--- src/rtl/core/v3n_pkg.sv ---
package v3n_pkg;

    localparam int FRAC_BITS  = 16;
    localparam int WORD_W     = 32;
    localparam int SUM_W      = 2 * WORD_W;
    localparam int REM_W      = WORD_W + 2;
    localparam int Q_W        = FRAC_BITS + 1;
    localparam int SQRT_STEPS = WORD_W;
    localparam int DIV_STEPS  = Q_W;
    localparam int LANES      = 3;

    typedef struct packed {
        logic [LANES-1:0][WORD_W-1:0] comp;
        logic                         polar;
    } t_pass;

    typedef struct packed {
        t_pass             pass;
        logic [SUM_W-1:0]  s;
        logic [REM_W-1:0]  rem;
        logic [WORD_W-1:0] root;
    } t_sqrt_st;

    typedef struct packed {
        t_pass                        pass;
        logic [WORD_W-1:0]            mag;
        logic [LANES-1:0][WORD_W:0]   r;
        logic [LANES-1:0][Q_W-1:0]    q;
    } t_div_st;

    function automatic logic [WORD_W-1:0] abs_word(input logic [WORD_W-1:0] w);
        logic [WORD_W-1:0] a;
        a = w[WORD_W-1] ? (~w + WORD_W'(1)) : w;
        return a;
    endfunction

endpackage

--- src/rtl/core/v3n_sqrt_cell.sv ---
module v3n_sqrt_cell (
    input  logic              i_clk,
    input  logic              i_rst_n,
    input  logic              i_en,
    input  logic              i_valid,
    input  v3n_pkg::t_sqrt_st i_st,
    output logic              o_valid,
    output v3n_pkg::t_sqrt_st o_st
);
    import v3n_pkg::*;

    logic [REM_W+1:0] rem_sh;
    logic [REM_W+1:0] trial;
    t_sqrt_st         n_st;
    t_sqrt_st         r_st;
    logic             r_valid;

    always_comb begin
        rem_sh    = {i_st.rem, i_st.s[SUM_W-1 -: 2]};
        trial     = {2'b00, i_st.root, 2'b01};
        n_st.pass = i_st.pass;
        n_st.s    = {i_st.s[SUM_W-3:0], 2'b00};
        if (rem_sh >= trial) begin
            n_st.rem  = REM_W'(rem_sh - trial);
            n_st.root = {i_st.root[WORD_W-2:0], 1'b1};
        end else begin
            n_st.rem  = rem_sh[REM_W-1:0];
            n_st.root = {i_st.root[WORD_W-2:0], 1'b0};
        end
    end

    always_ff @(posedge i_clk) begin
        if (!i_rst_n) begin
            r_valid <= 1'b0;
        end else if (i_en) begin
            r_valid <= i_valid;
        end
    end

    always_ff @(posedge i_clk) begin
        if (i_en) begin
            r_st <= n_st;
        end
    end

    assign o_valid = r_valid;
    assign o_st    = r_st;
endmodule

--- config.mk ---
export PLATFORM = sky130hd
export DESIGN_NAME = v3n_sqrt_cell
export DESIGN_NICKNAME = d
export VERILOG_FILES = /design/src/rtl/core/v3n_pkg.sv /design/src/rtl/core/v3n_sqrt_cell.sv
export SDC_FILE = /design/constraint.sdc
export NUM_CORES = 1
export LEC_CHECK = 0
export BUFFER_PORTS_ARGS = -buffer_cell sky130_fd_sc_hd__buf_4
export CAP_MARGIN = 20
export CORE_AREA = 2 2 177 179
export DETAILED_ROUTE_END_ITERATION = 6
export DIE_AREA = 0 0 179 181
export PLACE_DENSITY_LB_ADDON = 0.05
export SYNTH_ARGS = -nofsm -noshare
export SYNTH_HDL_FRONTEND = slang
export SYNTH_SLANG_ARGS = --single-unit
--- constraint.sdc ---
create_clock -name i_clk -period 4 [get_ports i_clk]
set_clock_uncertainty 0.05 [all_clocks]
set_input_delay 1 -clock i_clk [delete_from_list [all_inputs] [get_ports i_clk]]
set_output_delay 1 -clock i_clk [all_outputs]
set_load 0.02 [all_outputs]
==> results of run 1 <==
worst max-delay path by stage:
stage	end	slack (ns)	cells past startpoint
floorplan	o_st[35]	0.57	10
global placement	o_st[33]	0.26	10
detailed placement	o_st[38]	0.18	10
CTS	o_st[42]	0.77	10
global route	o_st[65]	0.51	11
finish	o_st[36]	0.78	10
per-layer routing:
layer  up-vias  routed length, microns
li1       3223                       -
met1      3194                   11300
met2       244                   15900
met3        32                    2780
met4         6                     533
met5         -                      35
state kept, by name, summed over array words and instances (netlist names):
name and flops:
o_st 225, o_valid 1
tightest hold or removal path, stage by stage (launching register included):
cell and delay (ns):
dfxtp_1 0.31, mux2i_1 0.12, nor2b_1 0.06
final cells by class:
type | instances | area (sq um) | area share
multi-input cells | 313 | 2170 | 0.155
repair buffers | 471 | 3580 | 0.256
well taps | 396 | 495 | 0.0355
clock inverters | 8 | 96.3 | 0.00690
inverters | 42 | 158 | 0.0113
diodes | 2 | 5.00 | 0.000358
clock buffers | 34 | 681 | 0.0488
flip-flops and latches | 226 | 6780 | 0.485
kinds of logic after synthesis:
group / count (synthesis) / share of synthesized area
flip-flops: 226 / 0.739
AO/OA/AOI/OAI: 129 / 0.0942
AND/OR/NAND/NOR: 113 / 0.0602
buffers and inverters: 56 / 0.0250
adder cells (fa/ha/maj): 34 / 0.0464
XOR/XNOR: 28 / 0.0267
multiplexers: 7 / 0.00805
other: 1 / 0.000409
cells in the final DEF, fill, tap and decap left out, types with 3 or more instances in the layout:
| master | instances |
|---|---|
| ha_1 | 34 |
| nand2b_1 | 6 |
| clkbuf_16 | 26 |
| o21ai_0 | 12 |
| clkbuf_1 | 8 |
| and2_1 | 6 |
| o21ai_1 | 31 |
| nand3_1 | 4 |
| nor2b_1 | 3 |
| nand2_1 | 48 |
| a21o_1 | 21 |
| xor2_1 | 16 |
| o41ai_1 | 3 |
| nand4_1 | 7 |
| nor2_1 | 14 |
| mux2i_1 | 4 |
| inv_1 | 41 |
| buf_4 | 467 |
| nor3_1 | 8 |
| mux2_1 | 3 |
| a31oi_1 | 5 |
| clkinv_1 | 4 |
| buf_12 | 3 |
| a21oi_1 | 26 |
| edfxtp_1 | 225 |
| xnor2_1 | 12 |
| o211ai_1 | 3 |
| o31ai_1 | 3 |
| and3_1 | 9 |
per-stage QoR:
step | worst slack [ns] | utilization | instance area [sq um] | cells
2_1_floorplan | 0.568 | - | 9170 | 595
3_3_place_gp | 0.263 | 0.434 | 13200 | 1448
3_5_place_dp | 0.179 | 0.434 | 13200 | 1448
4_1_cts | 0.765 | 0.460 | 14000 | 1490
5_1_grt | 0.514 | 0.460 | 14000 | 1490
6_report | 0.783 | 0.460 | 14000 | 1492
power breakdown:
group          internal (mW)  switching (mW)
clock                   1.31           0.919
sequential              2.86          0.0594
combinational          0.575           0.712
total                   4.75            1.69
==> impl_metrics.tcl, run 1 <==
set metrics [dict create \
    n_fill_cell 2812 \
    antenna_found_initial 3 \
    path_cells "buf_4 -> inv_1 -> ha_1 -> a21o_1 -> o41ai_1 -> o211ai_1 -> a211oi_1 -> o21a_2 -> buf_4 -> o21ai_1" \
    track_usage 0.179 \
    crit_fanout 26 \
    syn_inst 594 \
    grt_pass1_wl_mm 43.2 \
    root_buffer "clkbuf_16" \
    async_flop_share 0 \
    path_class "input pin to flip-flop" \
    dp.final_hpwl_mm 24.2 \
    worstSkewPairLatency_ns 0.53 \
    routabilityCongestion 0.811 \
    drtIter0Drc 292 \
    finalHoldWorstSlack_ns 0.488 \
    r2r_cells 2 \
    synth_area_sq_um 9170 \
    crit_family "compound AO/OA/AOI/OAI gates" \
    dieArea_sq_um 32400 \
    io_pins 459 \
    initial_core_util 0.302 \
    cts_buffer_depth 3 \
    hp-class "flip-flop to flip-flop" \
    grt.busiest_layer "met2" \
    max_cap_viol_count 0 \
    yosys_warnings 0 \
    drtAntennaViolNets 0 \
    p_total_mw 6.44 \
    critPathSlowestCell "o41ai_1" \
    placement.io_buffers 456 \
    post_cts_resized 0 \
    finalHoldViolCount 0 \
    vias 6699 \
    met3_usage 0.0556 \
    synth.most_common_cell "edfxtp_1" \
    cpMostUsedCell "buf_4" \
    met1_usage 0.202 \
    tightest_slew_ns 0.760 \
    power.density_nw_per_um2 461 \
    postCtsSetupBuffers 0 \
    yosys.area.top_type "edfxtp_1" \
    synth_area_per_cell_sq_um 15.4 \
    cp_slowest_stage_delay_ns 0.40 \
    endpoint_kind "flip-flop" \
    synth_seq_cells 226 \
    htree_levels 1 \
    cts_hold_buf 0 \
    synth_common_cells "225 x edfxtp_1, 48 x nand2_1, 41 x inv_1" \
    required_ns 4.22 \
    status "finished clean" \
    slew_headroom 0.494 \
    ys_types 58 \
    reg2reg_slack_ns 3.35 \
    coreArea_sq_um 30300 \
    numCtsBuffers 26 \
    crit-reg2reg-launch "o_valid" \
    max_freq_mhz 311 \
    layout-drive-gt1-share 0.467 \
    fin_nets 1345 \
    vias_per_cell 4.49 \
    routedWlPerCell_microns 20.4 \
    hp-start "o_valid" \
    fp.dieW_microns 179 \
    crit_path_start_kind "input pin" \
    synth_top_area_frac 0.737 \
    rows 64 \
    drtPass1Iterations 4 \
    finalSetupViolations 0 \
    drv_slew 0 \
    path_buf_inv 3 \
    r2r-end "o_valid" \
    routed_wl_mm 30.5 \
    p_leak_nw 6.05 \
    finalSetupTns_ns 0 \
    grt_start_max_net_pins 83 \
    critPathLaunch "i_st[7]" \
    grt_setup_unrepaired "no" \
    gr-usage-met2 0.328 \
    min_to "o_valid" \
    clk_pin_slew_worst_paths_ns 0.06 \
    finalCritPeriodShare 0.804 \
    yosys_most_used_dff "edfxtp_1" \
    peakVddDrop_mv 0.300 \
    critical_path_arrival_ns 3.44 \
    fin_crit_ns 3.22 \
    grt_pass1_vias 6666 \
    clock_sinks 226 \
    synth_area_leaders "edfxtp_1 74%, ha_1 4.6%, nand2_1 2.0%" \
    grt-ovfl-total 0 \
    synth-edff-count 225 \
    holdPathStages 2 \
    die_h_microns 181 \
    drc 0 \
    cts_tree "done" \
    ys_seq_area_frac 0.739 \
    syn_to_final_growth_pct 52.3 \
]
No activity file was read; power rests on OpenSTA's default activity.
==> run 2, diff against run 1 <==
- clock period: 4 -> 2.61 ns (I/O delays scaled with it)
==> impl_metrics.tcl, run 2 (synthesis gave the netlist of run 1 again) <==
set metrics [dict create \
    grt_setup_unrepaired "yes" \
    crit_path_start_kind "input pin" \
    max_cap_viol_count 0 \
    layout-drive-gt1-share 0.563 \
    initial_core_util 0.302 \
    path_class "input pin to flip-flop" \
    routedWlPerCell_microns 19.0 \
    r2r_cells 2 \
    holdPathStages 1 \
    crit_fanout 6 \
    power.density_nw_per_um2 671 \
    io_pins 459 \
    finalCritPeriodShare 0.977 \
    final_util 0.502 \
    grt_start_max_net_pins 66 \
    final_cell_mix "565 x buf_4, 225 x edfxtp_1, 48 x nand2_1, 34 x o21ai_1, 33 x inv_1" \
    largest_reg_flops 225 \
    min_to "o_st[75]" \
    dp.final_hpwl_mm 24.3 \
    fin_nets 1450 \
    fin_crit_ns 2.55 \
    peakVddDrop_mv 0.433 \
    dieArea_sq_um 32400 \
    vias 7035 \
    design_area_sq_um 15200 \
    fp.dieW_microns 179 \
    hp-class "input pin to flip-flop" \
    finalHoldWorstSlack_ns 0.256 \
    crit-reg2reg-launch "o_valid" \
    routabilityCongestion 0.825 \
    r2r-end "o_valid" \
    clock_sinks 226 \
    grt_pass1_wl_mm 43.8 \
    dp_cells 1550 \
    hp-start "i_st[73]" \
    layout.cells.non_filler 1599 \
    cts_tree "done" \
    routed_wl_mm 30.4 \
    clk_pin_slew_worst_paths_ns 0.06 \
    placement.io_buffers 456 \
    drv_slew 0 \
    htree_levels 1 \
    antenna_found_initial 0 \
    finalSetupTns_ns 0 \
    grt-ovfl-total 0 \
    rows 64 \
    drtIter0Drc 319 \
    drtPass1Iterations 5 \
    status "finished clean" \
    drtAntennaViolNets 0 \
    place_area_sq_um 14300 \
    finalSetupViolations 0 \
    required_ns 2.83 \
    drc 0 \
    die_h_microns 181 \
    endpoint_kind "flip-flop" \
    finalHoldViolCount 0 \
    numCtsBuffers 25 \
    vias_per_cell 4.40 \
    max_freq_mhz 392 \
    grt_pass1_vias 7032 \
    layout_commonest_cell "buf_4" \
    critical_path_arrival_ns 2.77 \
    n_fill_cell 2731 \
    track_usage 0.179 \
    root_buffer "clkbuf_16" \
    n_antenna_cell 0 \
    p_leak_nw 6.62 \
    worstSkewPairLatency_ns 0.50 \
    syn_to_final_growth_pct 66.3 \
    cts_buffer_depth 3 \
    coreArea_sq_um 30300 \
    reg2reg_slack_ns 1.97 \
]
==> run 2: cell types whose count changed in the layout (fill, tap and decap cells not counted), sizes merged <==
cell      previous run  this run
buf                471       577
clkinv               6         5
clkbuf              34        35
clkinvlp             0         3
diode                2         0
==> run 2: power by group <==
part	switching, mW	leakage, nW	total, mW	internal, mW
Sequential	0.0894	2.21	4.48	4.39
Clock	1.40	0.387	3.47	2.07
Combinational	1.17	4.02	2.29	1.11
Total	2.67	6.62	10.2	7.57
==> run 2: stage by stage <==
step,worst slack [ns],total power [mW]
2_1_floorplan,-0.273,5.56
3_3_place_gp,-0.556,6.82
3_5_place_dp,-0.570,6.83
4_1_cts,0.0118,10.4
5_1_grt,-0.0129,10.7
6_report,0.0603,10.2
==> run 2: how the worst max path moves through the flow <==
stage | from | end | slack (ns) | cells after the start
3_3_place_gp | i_st[0] | o_st[64] | -0.56 | 12
4_1_cts | i_st[0] | o_st[35] | 0.01 | 11
5_1_grt | i_st[0] | o_st[64] | -0.01 | 12
3_5_place_dp | i_st[0] | o_st[64] | -0.57 | 12
2_1_floorplan | i_st[35] | o_st[58] | -0.27 | 9
6_report | i_st[21] | o_st[35] | 0.06 | 11
==> run 2: metal layers <==
| layer | part of all wire | global-route usage |
|---|---|---|
| met2 | 0.52 | 0.331 |
| met5 | 0 | 0 |
| met4 | 0.013 | 0.0325 |
| met1 | 0.38 | 0.206 |
| met3 | 0.086 | 0.0503 |
==> run 2: worst max-delay path, cell delays in order <==
cell      delay [ns]
buf_4           0.11
inv_1           0.09
ha_4            0.24
a21o_1          0.21
a31oi_2         0.19
o31a_1          0.22
o221ai_2        0.14
a211oi_2        0.23
o21a_2          0.24
buf_6           0.15
mux2_4          0.29
==> run 2: what timing repair did <==
action | CTS | global route
hold buffers | 0 | 0
pin swaps | 0 | 18
gates resized for setup | 1 | 20
buffers inserted | 0 | 4
setup endpoints to repair | 1 | 32
==> run 2: final cells by class <==
class	instances	area [sq um]	share of cell area
multi-input cells	313	2550	0.167
inverters	42	163	0.0107
well taps	396	495	0.0325
repair buffers	577	4450	0.292
flip-flops and latches	226	6780	0.445
clock inverters	10	105	0.00689
clock buffers	35	703	0.0461
