**src/rtl/core/v3n_pkg.sv**
```systemverilog
package v3n_pkg;

    localparam int FRAC_BITS  = 16;
    localparam int WORD_W     = 32;
    localparam int SUM_W      = 2 * WORD_W;
    localparam int REM_W      = WORD_W + 2;
    localparam int Q_W        = FRAC_BITS + 1;
    localparam int SQRT_STEPS = WORD_W;
    localparam int DIV_STEPS  = Q_W;
    localparam int LANES      = 3;

    typedef struct packed {
        logic [LANES-1:0][WORD_W-1:0] comp;
        logic                         polar;
    } t_pass;

    typedef struct packed {
        t_pass             pass;
        logic [SUM_W-1:0]  s;
        logic [REM_W-1:0]  rem;
        logic [WORD_W-1:0] root;
    } t_sqrt_st;

    typedef struct packed {
        t_pass                        pass;
        logic [WORD_W-1:0]            mag;
        logic [LANES-1:0][WORD_W:0]   r;
        logic [LANES-1:0][Q_W-1:0]    q;
    } t_div_st;

    function automatic logic [WORD_W-1:0] abs_word(input logic [WORD_W-1:0] w);
        logic [WORD_W-1:0] a;
        a = w[WORD_W-1] ? (~w + WORD_W'(1)) : w;
        return a;
    endfunction

endpackage

```
**src/rtl/core/v3n_div_cell.sv**
```systemverilog
module v3n_div_cell (
    input  logic             i_clk,
    input  logic             i_rst_n,
    input  logic             i_en,
    input  logic             i_valid,
    input  v3n_pkg::t_div_st i_st,
    output logic             o_valid,
    output v3n_pkg::t_div_st o_st
);
    import v3n_pkg::*;

    t_div_st         n_st;
    t_div_st         r_st;
    logic            r_valid;
    logic            ge;
    logic [WORD_W:0] rn;

    always_comb begin
        n_st.pass = i_st.pass;
        n_st.mag  = i_st.mag;
        ge        = 1'b0;
        rn        = '0;
        for (int k = 0; k < LANES; k++) begin
            ge        = i_st.r[k] >= {1'b0, i_st.mag};
            rn        = ge ? (i_st.r[k] - {1'b0, i_st.mag}) : i_st.r[k];
            n_st.r[k] = {rn[WORD_W-1:0], 1'b0};
            n_st.q[k] = {i_st.q[k][Q_W-2:0], ge};
        end
    end

    always_ff @(posedge i_clk) begin
        if (!i_rst_n) begin
            r_valid <= 1'b0;
        end else if (i_en) begin
            r_valid <= i_valid;
        end
    end

    always_ff @(posedge i_clk) begin
        if (i_en) begin
            r_st <= n_st;
        end
    end

    assign o_valid = r_valid;
    assign o_st    = r_st;
endmodule

```
**config.mk**
```make
export PLATFORM = sky130hd
export DESIGN_NAME = v3n_div_cell
export DESIGN_NICKNAME = d
export VERILOG_FILES = /design/src/rtl/core/v3n_pkg.sv /design/src/rtl/core/v3n_div_cell.sv
export SDC_FILE = /design/constraint.sdc
export NUM_CORES = 1
export LEC_CHECK = 0
export ABC_AREA = 0
export CORE_AREA = 2 2 217 219
export CTS_BUF_LIST = sky130_fd_sc_hd__clkbuf_8
export DETAILED_ROUTE_END_ITERATION = 8
export DIE_AREA = 0 0 219 221
export DONT_BUFFER_PORTS = 1
export GPL_ROUTABILITY_DRIVEN = 0
export PLACE_DENSITY_LB_ADDON = 0.2
export SYNTH_ARGS = -nofsm -noshare
export SYNTH_HDL_FRONTEND = slang
export SYNTH_SLANG_ARGS = --single-unit
```
**constraint.sdc**
```tcl
create_clock -name i_clk -period 3 [get_ports i_clk]
set_clock_uncertainty 0.2 [all_clocks]
set_input_delay 0.15 -clock i_clk [delete_from_list [all_inputs] [get_ports i_clk]]
set_output_delay 0.15 -clock i_clk [all_outputs]
set_load 0.05 [all_outputs]
```
==> results of run 1 <==
-- synth_stat cells, types with 6 or more instances --
master | count | area share [%]
clkbuf_1 | 30 | 0.75
mux2_2 | 8 | 0.60
buf_2 | 15 | 0.50
edfxtp_1 | 276 | 55
nor2_1 | 108 | 2.7
a31oi_1 | 17 | 0.70
nor4_1 | 6 | 0.25
or2_2 | 6 | 0.25
nand2b_1 | 12 | 0.50
and3_1 | 10 | 0.41
o21ai_0 | 97 | 3.2
inv_1 | 66 | 1.6
xnor2_1 | 39 | 2.3
nand4_1 | 23 | 0.95
o21a_1 | 17 | 0.85
a21oi_1 | 126 | 4.2
nand3_1 | 22 | 0.73
nand2_1 | 106 | 2.6
and2_1 | 6 | 0.25
xor2_1 | 31 | 1.8
a41oi_1 | 7 | 0.41
o21bai_1 | 13 | 0.65
nor3_1 | 20 | 0.66
a211oi_1 | 6 | 0.30
nor2b_1 | 14 | 0.58
o31ai_1 | 11 | 0.55
a21o_1 | 44 | 2.2
ha_1 | 96 | 8.0
o31a_1 | 8 | 0.46
-- kinds of logic after synthesis --
kind of cell	after synthesis	synth area share, %
other	1	0.0248
multiplexers	17	1.36
adder cells (fa/ha/maj)	99	8.35
XOR/XNOR	70	4.06
flip-flops	277	55.0
buffers and inverters	121	3.41
AO/OA/AOI/OAI	405	17.0
AND/OR/NAND/NOR	350	10.7
-- through the flow --
stage | util, % | cells | TNS (ns) | worst slack (ns) | hold WS, ns
2_1_floorplan | - | 1342 | 0 | 0.194 | 0.0489
3_3_place_gp | 36.9 | 2067 | -1.22 | -0.113 | 0.0489
3_5_place_dp | 36.9 | 2067 | -2.66 | -0.132 | 0.0489
==> results.toml, run 1 <==
[clock_network]
htree_levels = 2
post-cts-setup-buffers = 0
clockRootBuffer = "clkbuf_8"
ctsHoldBuffers = 432
cts_made_buffers = 50
clock_sinks = 277
clk_path_buf_depth = 3
post_cts_resized = 0

[synth]
ys.flop_type = "edfxtp_1"
netlist_instances = 1340
ys_seq_area_share_pct = 55.0
ys_ff_latch = 277
syn_area_per_cell_um2 = 11.3
syn-cell-area_mm2 = 0.0151
synth_cell_types = 76
synth_edf_count = 276
synth-async-reset-ratio_pct = 0
yosys_warnings = 0

[die]
io_pins = 563
start_util_pct = 32.8
core.rowCount = 79
die_x_um = 219
die_h_um = 221

[placed_design]
dpl.hpwl_mm = 43.6
dpl_cell_area_mm2 = 0.0170
portBuffers = 0

[outcome]
status = "stopped before the end"
error = "[ERROR RSZ-0060] Max buffer count reached."
haltStage = "clock tree synthesis (4_1_cts)"
==> run 2: changes to the inputs <==
Settings changed: CTS_BUF_LIST sky130_fd_sc_hd__clkbuf_8 to unset, PLACE_DENSITY_LB_ADDON 0.2 to 0.15.
==> results.toml, run 2 <==
[timing]
whs_ns = -0.490
max_freq_mhz = 343
finalCritPeriodShare_pct = 97.1
max_slew_margin_pct = 17.7
hold_viol_final = 82
fin_crit_ns = 2.91
drv_slew = 0
setup_violations = 0
rsz0062_at_grt = "false"
worstMarginPinSlew_ns = 1.23

[drt]
vias_per_cell = 5.18
postRouteAntennaNets = 0
drt_iter0_drc = 814
routed_wl_mm = 59.2
vias = 12500
first_pass_iters = 5
post_drt_wl_per_cell_um = 24.5
remaining_drc_errors = 0

[final_layout]
layout_common_cells = "dlygate4sd3_1 (277), edfxtp_1 (276), buf_4 (167)"
num-nets-final = 2164
drive_above_1_share_pct = 14.8
fin_cells = 2419
fin_util_pct = 45.7
largest_reg_flops = 276
final_common_cell = "dlygate4sd3_1"
area_growth_pct = 39.5

[clock_network]
cts_tree = "yes"
clock_latency_ns = 0.54
path_clk_slew_ns = 0.06
cts_made_buffers = 34
clock_sinks = 277
htree_levels = 2
clk_path_buf_depth = 3
clockRootBuffer = "clkbuf_16"

[placed_design]
portBuffers = 0
dpl.hpwl_mm = 44.4
placedCellCount = 2068

[die]
coreArea_mm2 = 0.0461
die_h_um = 221
start_util_pct = 32.8
io_pins = 563
core.rowCount = 79
die_x_um = 219
die-area_mm2 = 0.0484

[synth]
syn-cell-area_mm2 = 0.0151
synth-async-reset-ratio_pct = 0
synth_edf_count = 276
synth.most_common_cell = "edfxtp_1"
synth_cell_types = 76
ys_top_cells_by_area = "edfxtp_1 (55%), ha_1 (8.0%), a21oi_1 (4.2%), o21ai_0 (3.2%), nor2_1 (2.7%)"
netlist_instances = 1340
syn_area_per_cell_um2 = 11.3
ys_ff_latch = 277
synth_common_cells = "edfxtp_1 (276), a21oi_1 (126), nor2_1 (108)"
yosys.area.top_type = "edfxtp_1"
yosys_warnings = 0
ys_seq_area_share_pct = 55.0
ys.flop_type = "edfxtp_1"
synth_top_area_share_pct = 54.9

[critical_path]
cp.required_ns = 3.07
reg2reg_slack_ns = 1.27
cp.arrival_ns = 2.99
critPathSlowestCell = "dlygate4sd3_1"
cp_num_buf_inv = 1
path_max_fanout = 6
cp-start-kind = "input port"
worstPathCellList = "dlygate4sd3_1 > ha_1 > a2111o_1 > o21a_1 > o31a_1 > o211ai_1 > a31o_2 > xor2_1 > o21ai_0"
path_class = "in2reg"
cp-end-kind = "register"
crit_family = "compound AO/OA/AOI/OAI gates"
critPathMaxStageDelay_ns = 0.57

[grt]
grt_pass1_wl_mm = 82.6
gr-total-overflow = 0
grt_use_total_pct = 23.3
antenna_found_initial = 5
grt_start_max_net_pins = 278
first_global_vias = 12400

[run]
cap_violations = 0

[power_and_ir_drop]
p_leak_nw = 8.41
p_per_area_mw_per_mm2 = 617
max-vdd-ir-drop_v = 0.000518

[hold_path]
hold_path_class = "in2reg"

[outcome]
status = "finished, violations left"
violations = "negative hold slack"
run 2: cell counts after synthesis:
Identical to the previous run, type by type.
run 2: cell families after synthesis:
group	synth area share [%]
compound gates	17.0
xor+xnor	4.06
mux	1.36
fa+ha+maj	8.35
flops	55.0
other cells	0.0248
buf+inv	3.41
simple gates	10.7
run 2: area by class of cell:
cell class	count	area [um2]
diodes	5	12.5
inverters	67	251
repair buffers	458	4270
clock buffers	40	895
fillers	4323	25000
multi-input cells	944	6380
clock inverters	21	191
well taps	607	759
flip-flops and latches	277	8310
run 2: stage by stage:
| stage | instance area (um2) | setup slack, ns | power, W | setup TNS (ns) |
|---|---|---|---|---|
| global route | 21100 | 0.0114 | 0.0135 | 0 |
| CTS | 20900 | 0.000456 | 0.0131 | 0 |
| finish | 21100 | 0.0872 | 0.0130 | 0 |
| floorplan | 15100 | 0.194 | 0.00774 | 0 |
| detailed placement | 17000 | -0.257 | 0.00861 | -1.82 |
| global placement | 17000 | -0.265 | 0.00861 | -1.50 |
run 2: routing by layer:
metal	vias to the layer above	wire length, um	global-route usage [%]
met5	-	37	0
met4	6	2100	8.35
met3	93	5040	6.82
met2	541	28500	39.7
met1	5972	23500	27.9
li1	5925	-	-
run 2: worst paths after layout:
check / from / end / cells after the start
setup reg to reg: o_valid / o_valid / 3
hold / removal: i_st[150] / o_st[150] / 0
setup / recovery: i_st[58] / o_st[82] / 9
hold reg to reg: o_valid / o_valid / 3
run 2: report_power, final:
| part | switching [W] | total [W] | internal, W |
|---|---|---|---|
| combinational | 0.00120 | 0.00239 | 0.00119 |
| sequential | 0.00172 | 0.00654 | 0.00483 |
| clock | 0.00173 | 0.00406 | 0.00233 |
| total | 0.00465 | 0.0130 | 0.00835 |
run 2: timing repair:
item | 4_1_cts | 5_1_grt
endpoints found under the hold margin | 550 | 285
endpoints found under the setup margin | 0 | 55
gates resized for setup | 0 | 22
hold buffers | 280 | 3
buffers inserted | 0 | 1
Note: power is estimated with default switching activity, not from simulation.
==> run 3: changes to the inputs <==
Settings changed: PLACE_DENSITY set to 0.44, PLACE_DENSITY_LB_ADDON 0.15 to unset.
==> results.toml, run 3 (same netlist as run 2, synthesis figures left out) <==
[outcome]
status = "finished, violations left"
violations = "negative hold slack"

[final_layout]
multiInputGateArea_mm2 = 0.00639
layout_common_cells = "dlygate4sd3_1 (298), edfxtp_1 (276), buf_4 (171)"
num-nets-final = 2187
drive_above_1_share_pct = 15.3
largest_reg_flops = 276
final_common_cell = "dlygate4sd3_1"
area_growth_pct = 41.5
fin_util_pct = 46.4
fin_cells = 2439
fillers = 4328
area.sequential_mm2 = 0.00831

[critical_path]
path_max_fanout = 3
r2r_cells = 3
r2r_start = "o_valid"
cp-start-kind = "input port"
critPathMaxStageDelay_ns = 0.70
cp.required_ns = 3.09
rr_endpoint = "o_valid"
critPathSlowestCell = "dlygate4sd3_1"
cp-end-kind = "register"
reg2reg_slack_ns = 1.32
cp.arrival_ns = 3.04
path_class = "in2reg"
worstPathCellList = "dlygate4sd3_1 > fa_1 > nor2b_1 > o31a_1 > o21ba_2 > o211ai_1 > a31oi_1 > a2111oi_1 > buf_4 > xor2_1 > a21oi_1"

[timing]
fin_crit_ns = 2.95
setup_violations = 0
worstMarginPinSlew_ns = 0.886
hold_viol_final = 137
drv_slew = 0
max_slew_margin_pct = 40.9
whs_ns = -0.490
max_freq_mhz = 339
finalSetupTns_ns = 0
rsz0062_at_grt = "true"
finalCritPeriodShare_pct = 98.4
finalWorstSetupSlack_ns = 0.0494

[power_and_ir_drop]
combPwrFrac_pct = 18.6
internal_power_w = 0.00858
power.switching_w = 0.00464
pwr-share-clk_pct = 31.9
p_per_area_mw_per_mm2 = 619
max-vdd-ir-drop_v = 0.000572
p_leak_nw = 8.50
switching_share_pct = 35.1
power_frac_seq_pct = 49.4

[clock_network]
clock_sinks = 277
cts_tree = "yes"
cts_made_buffers = 34
htree_levels = 2
clock_latency_ns = 0.53
clockRootBuffer = "clkbuf_16"
clk_path_buf_depth = 3
path_clk_slew_ns = 0.06

[grt]
antenna_found_initial = 5
use_met3_pct = 6.58
gr-total-overflow = 0
grt_pass1_wl_mm = 83.6
first_global_vias = 12500
grt_use_total_pct = 23.7
grt_start_max_net_pins = 278
use_met2_pct = 39.9
busiest_layer = "met2"
met1_usage_pct = 28.3

[drt]
vias_per_cell = 5.15
vias = 12600
post_drt_wl_per_cell_um = 24.5
drt_iter0_drc = 852
first_pass_iters = 5
routed_wl_mm = 59.8
postRouteAntennaNets = 0
remaining_drc_errors = 0

[hold_path]
hold_end = "o_st[150]"
holdPathStages = 0
hold_path_class = "in2reg"
hold_start = "i_st[150]"

[die]
die_h_um = 221
coreArea_mm2 = 0.0461
start_util_pct = 32.8
die-area_mm2 = 0.0484
core.rowCount = 79
io_pins = 563
die_x_um = 219

[placed_design]
portBuffers = 0
dpl.hpwl_mm = 45.1
placedCellCount = 2073
post-place-ws_ns = -0.147

[run]
cap_violations = 0
[run 3: cell count changes in the layout (fill, tap and decap cells not counted), sizes merged]
cell          change
bufinv            +2
diode             -3
clkinv            -2
buf               +8
dlygate4sd3      +21
dlymetal6s4s      -6
[run 3: power groups by stage]
stage / Sequential, W / Combinational, W / Clock, W
5_1_grt: 0.00656 / 0.00271 / 0.00448
4_1_cts: 0.00654 / 0.00242 / 0.00431
3_5_place_dp: 0.00661 / 0.00202 / 0
2_1_floorplan: 0.00643 / 0.00131 / 0
3_3_place_gp: 0.00662 / 0.00201 / 0
6_report: 0.00654 / 0.00246 / 0.00422
[run 3: how the worst max path moves through the flow]
| stage | startpoint | endpoint | slack, ns | cells after the start |
|---|---|---|---|---|
| after global placement | i_st[152] | o_st[113] | -0.07 | 11 |
| after detailed placement | i_st[155] | o_st[146] | -0.15 | 12 |
| after CTS | i_st[132] | o_st[146] | 0.02 | 11 |
| after floorplan | i_st[153] | o_st[128] | 0.19 | 11 |
| after global routing | i_st[151] | o_st[113] | -0.10 | 11 |
| final | i_st[151] | o_st[113] | 0.05 | 11 |
[run 3: through the flow]
| step | cell area (um2) | total power (W) | hold WS (ns) |
|---|---|---|---|
| 6_report | 21400 | 0.0132 | -0.490 |
| 3_5_place_dp | 17100 | 0.00863 | 0.0489 |
| 2_1_floorplan | 15100 | 0.00774 | 0.0489 |
| 4_1_cts | 21200 | 0.0133 | -0.518 |
| 5_1_grt | 21400 | 0.0137 | -0.521 |
| 3_3_place_gp | 17100 | 0.00863 | 0.0489 |
[run 3: worst max-delay path: cells and delay by family]
family / cells / cell delay [ns]
AO/OA/AOI/OAI: 6 / 1.47
buffers and inverters: 2 / 0.88
adder cells (fa/ha/maj): 1 / 0.29
XOR/XNOR: 1 / 0.16
AND/OR/NAND/NOR: 1 / 0.08
[run 3: layout make-up]
cell class,instances,area share (%)
tap,607,3.56
clock buffer,40,4.19
inverter,67,1.18
clock inverter,21,1.15
multi-input combinational,944,29.9
antenna,2,0.0234
timing repair buffer,481,21.1
sequential,277,38.9
[run 3: what timing repair did]
action / 4_1_cts / 5_1_grt
hold buffers: 296 / 2
gates resized for setup: 0 / 19
buffers inserted: 0 / 4
endpoints found under the hold margin: 551 / 281
setup endpoints to repair: 0 / 38
[run 3: per-layer routing]
layer,share of wire [%],routed length (um),up-vias
met5,0.069,41,-
met4,4.1,2440,6
met3,7.6,4530,107
met2,48,28700,509
met1,40,24100,5981
li1,-,-,5954
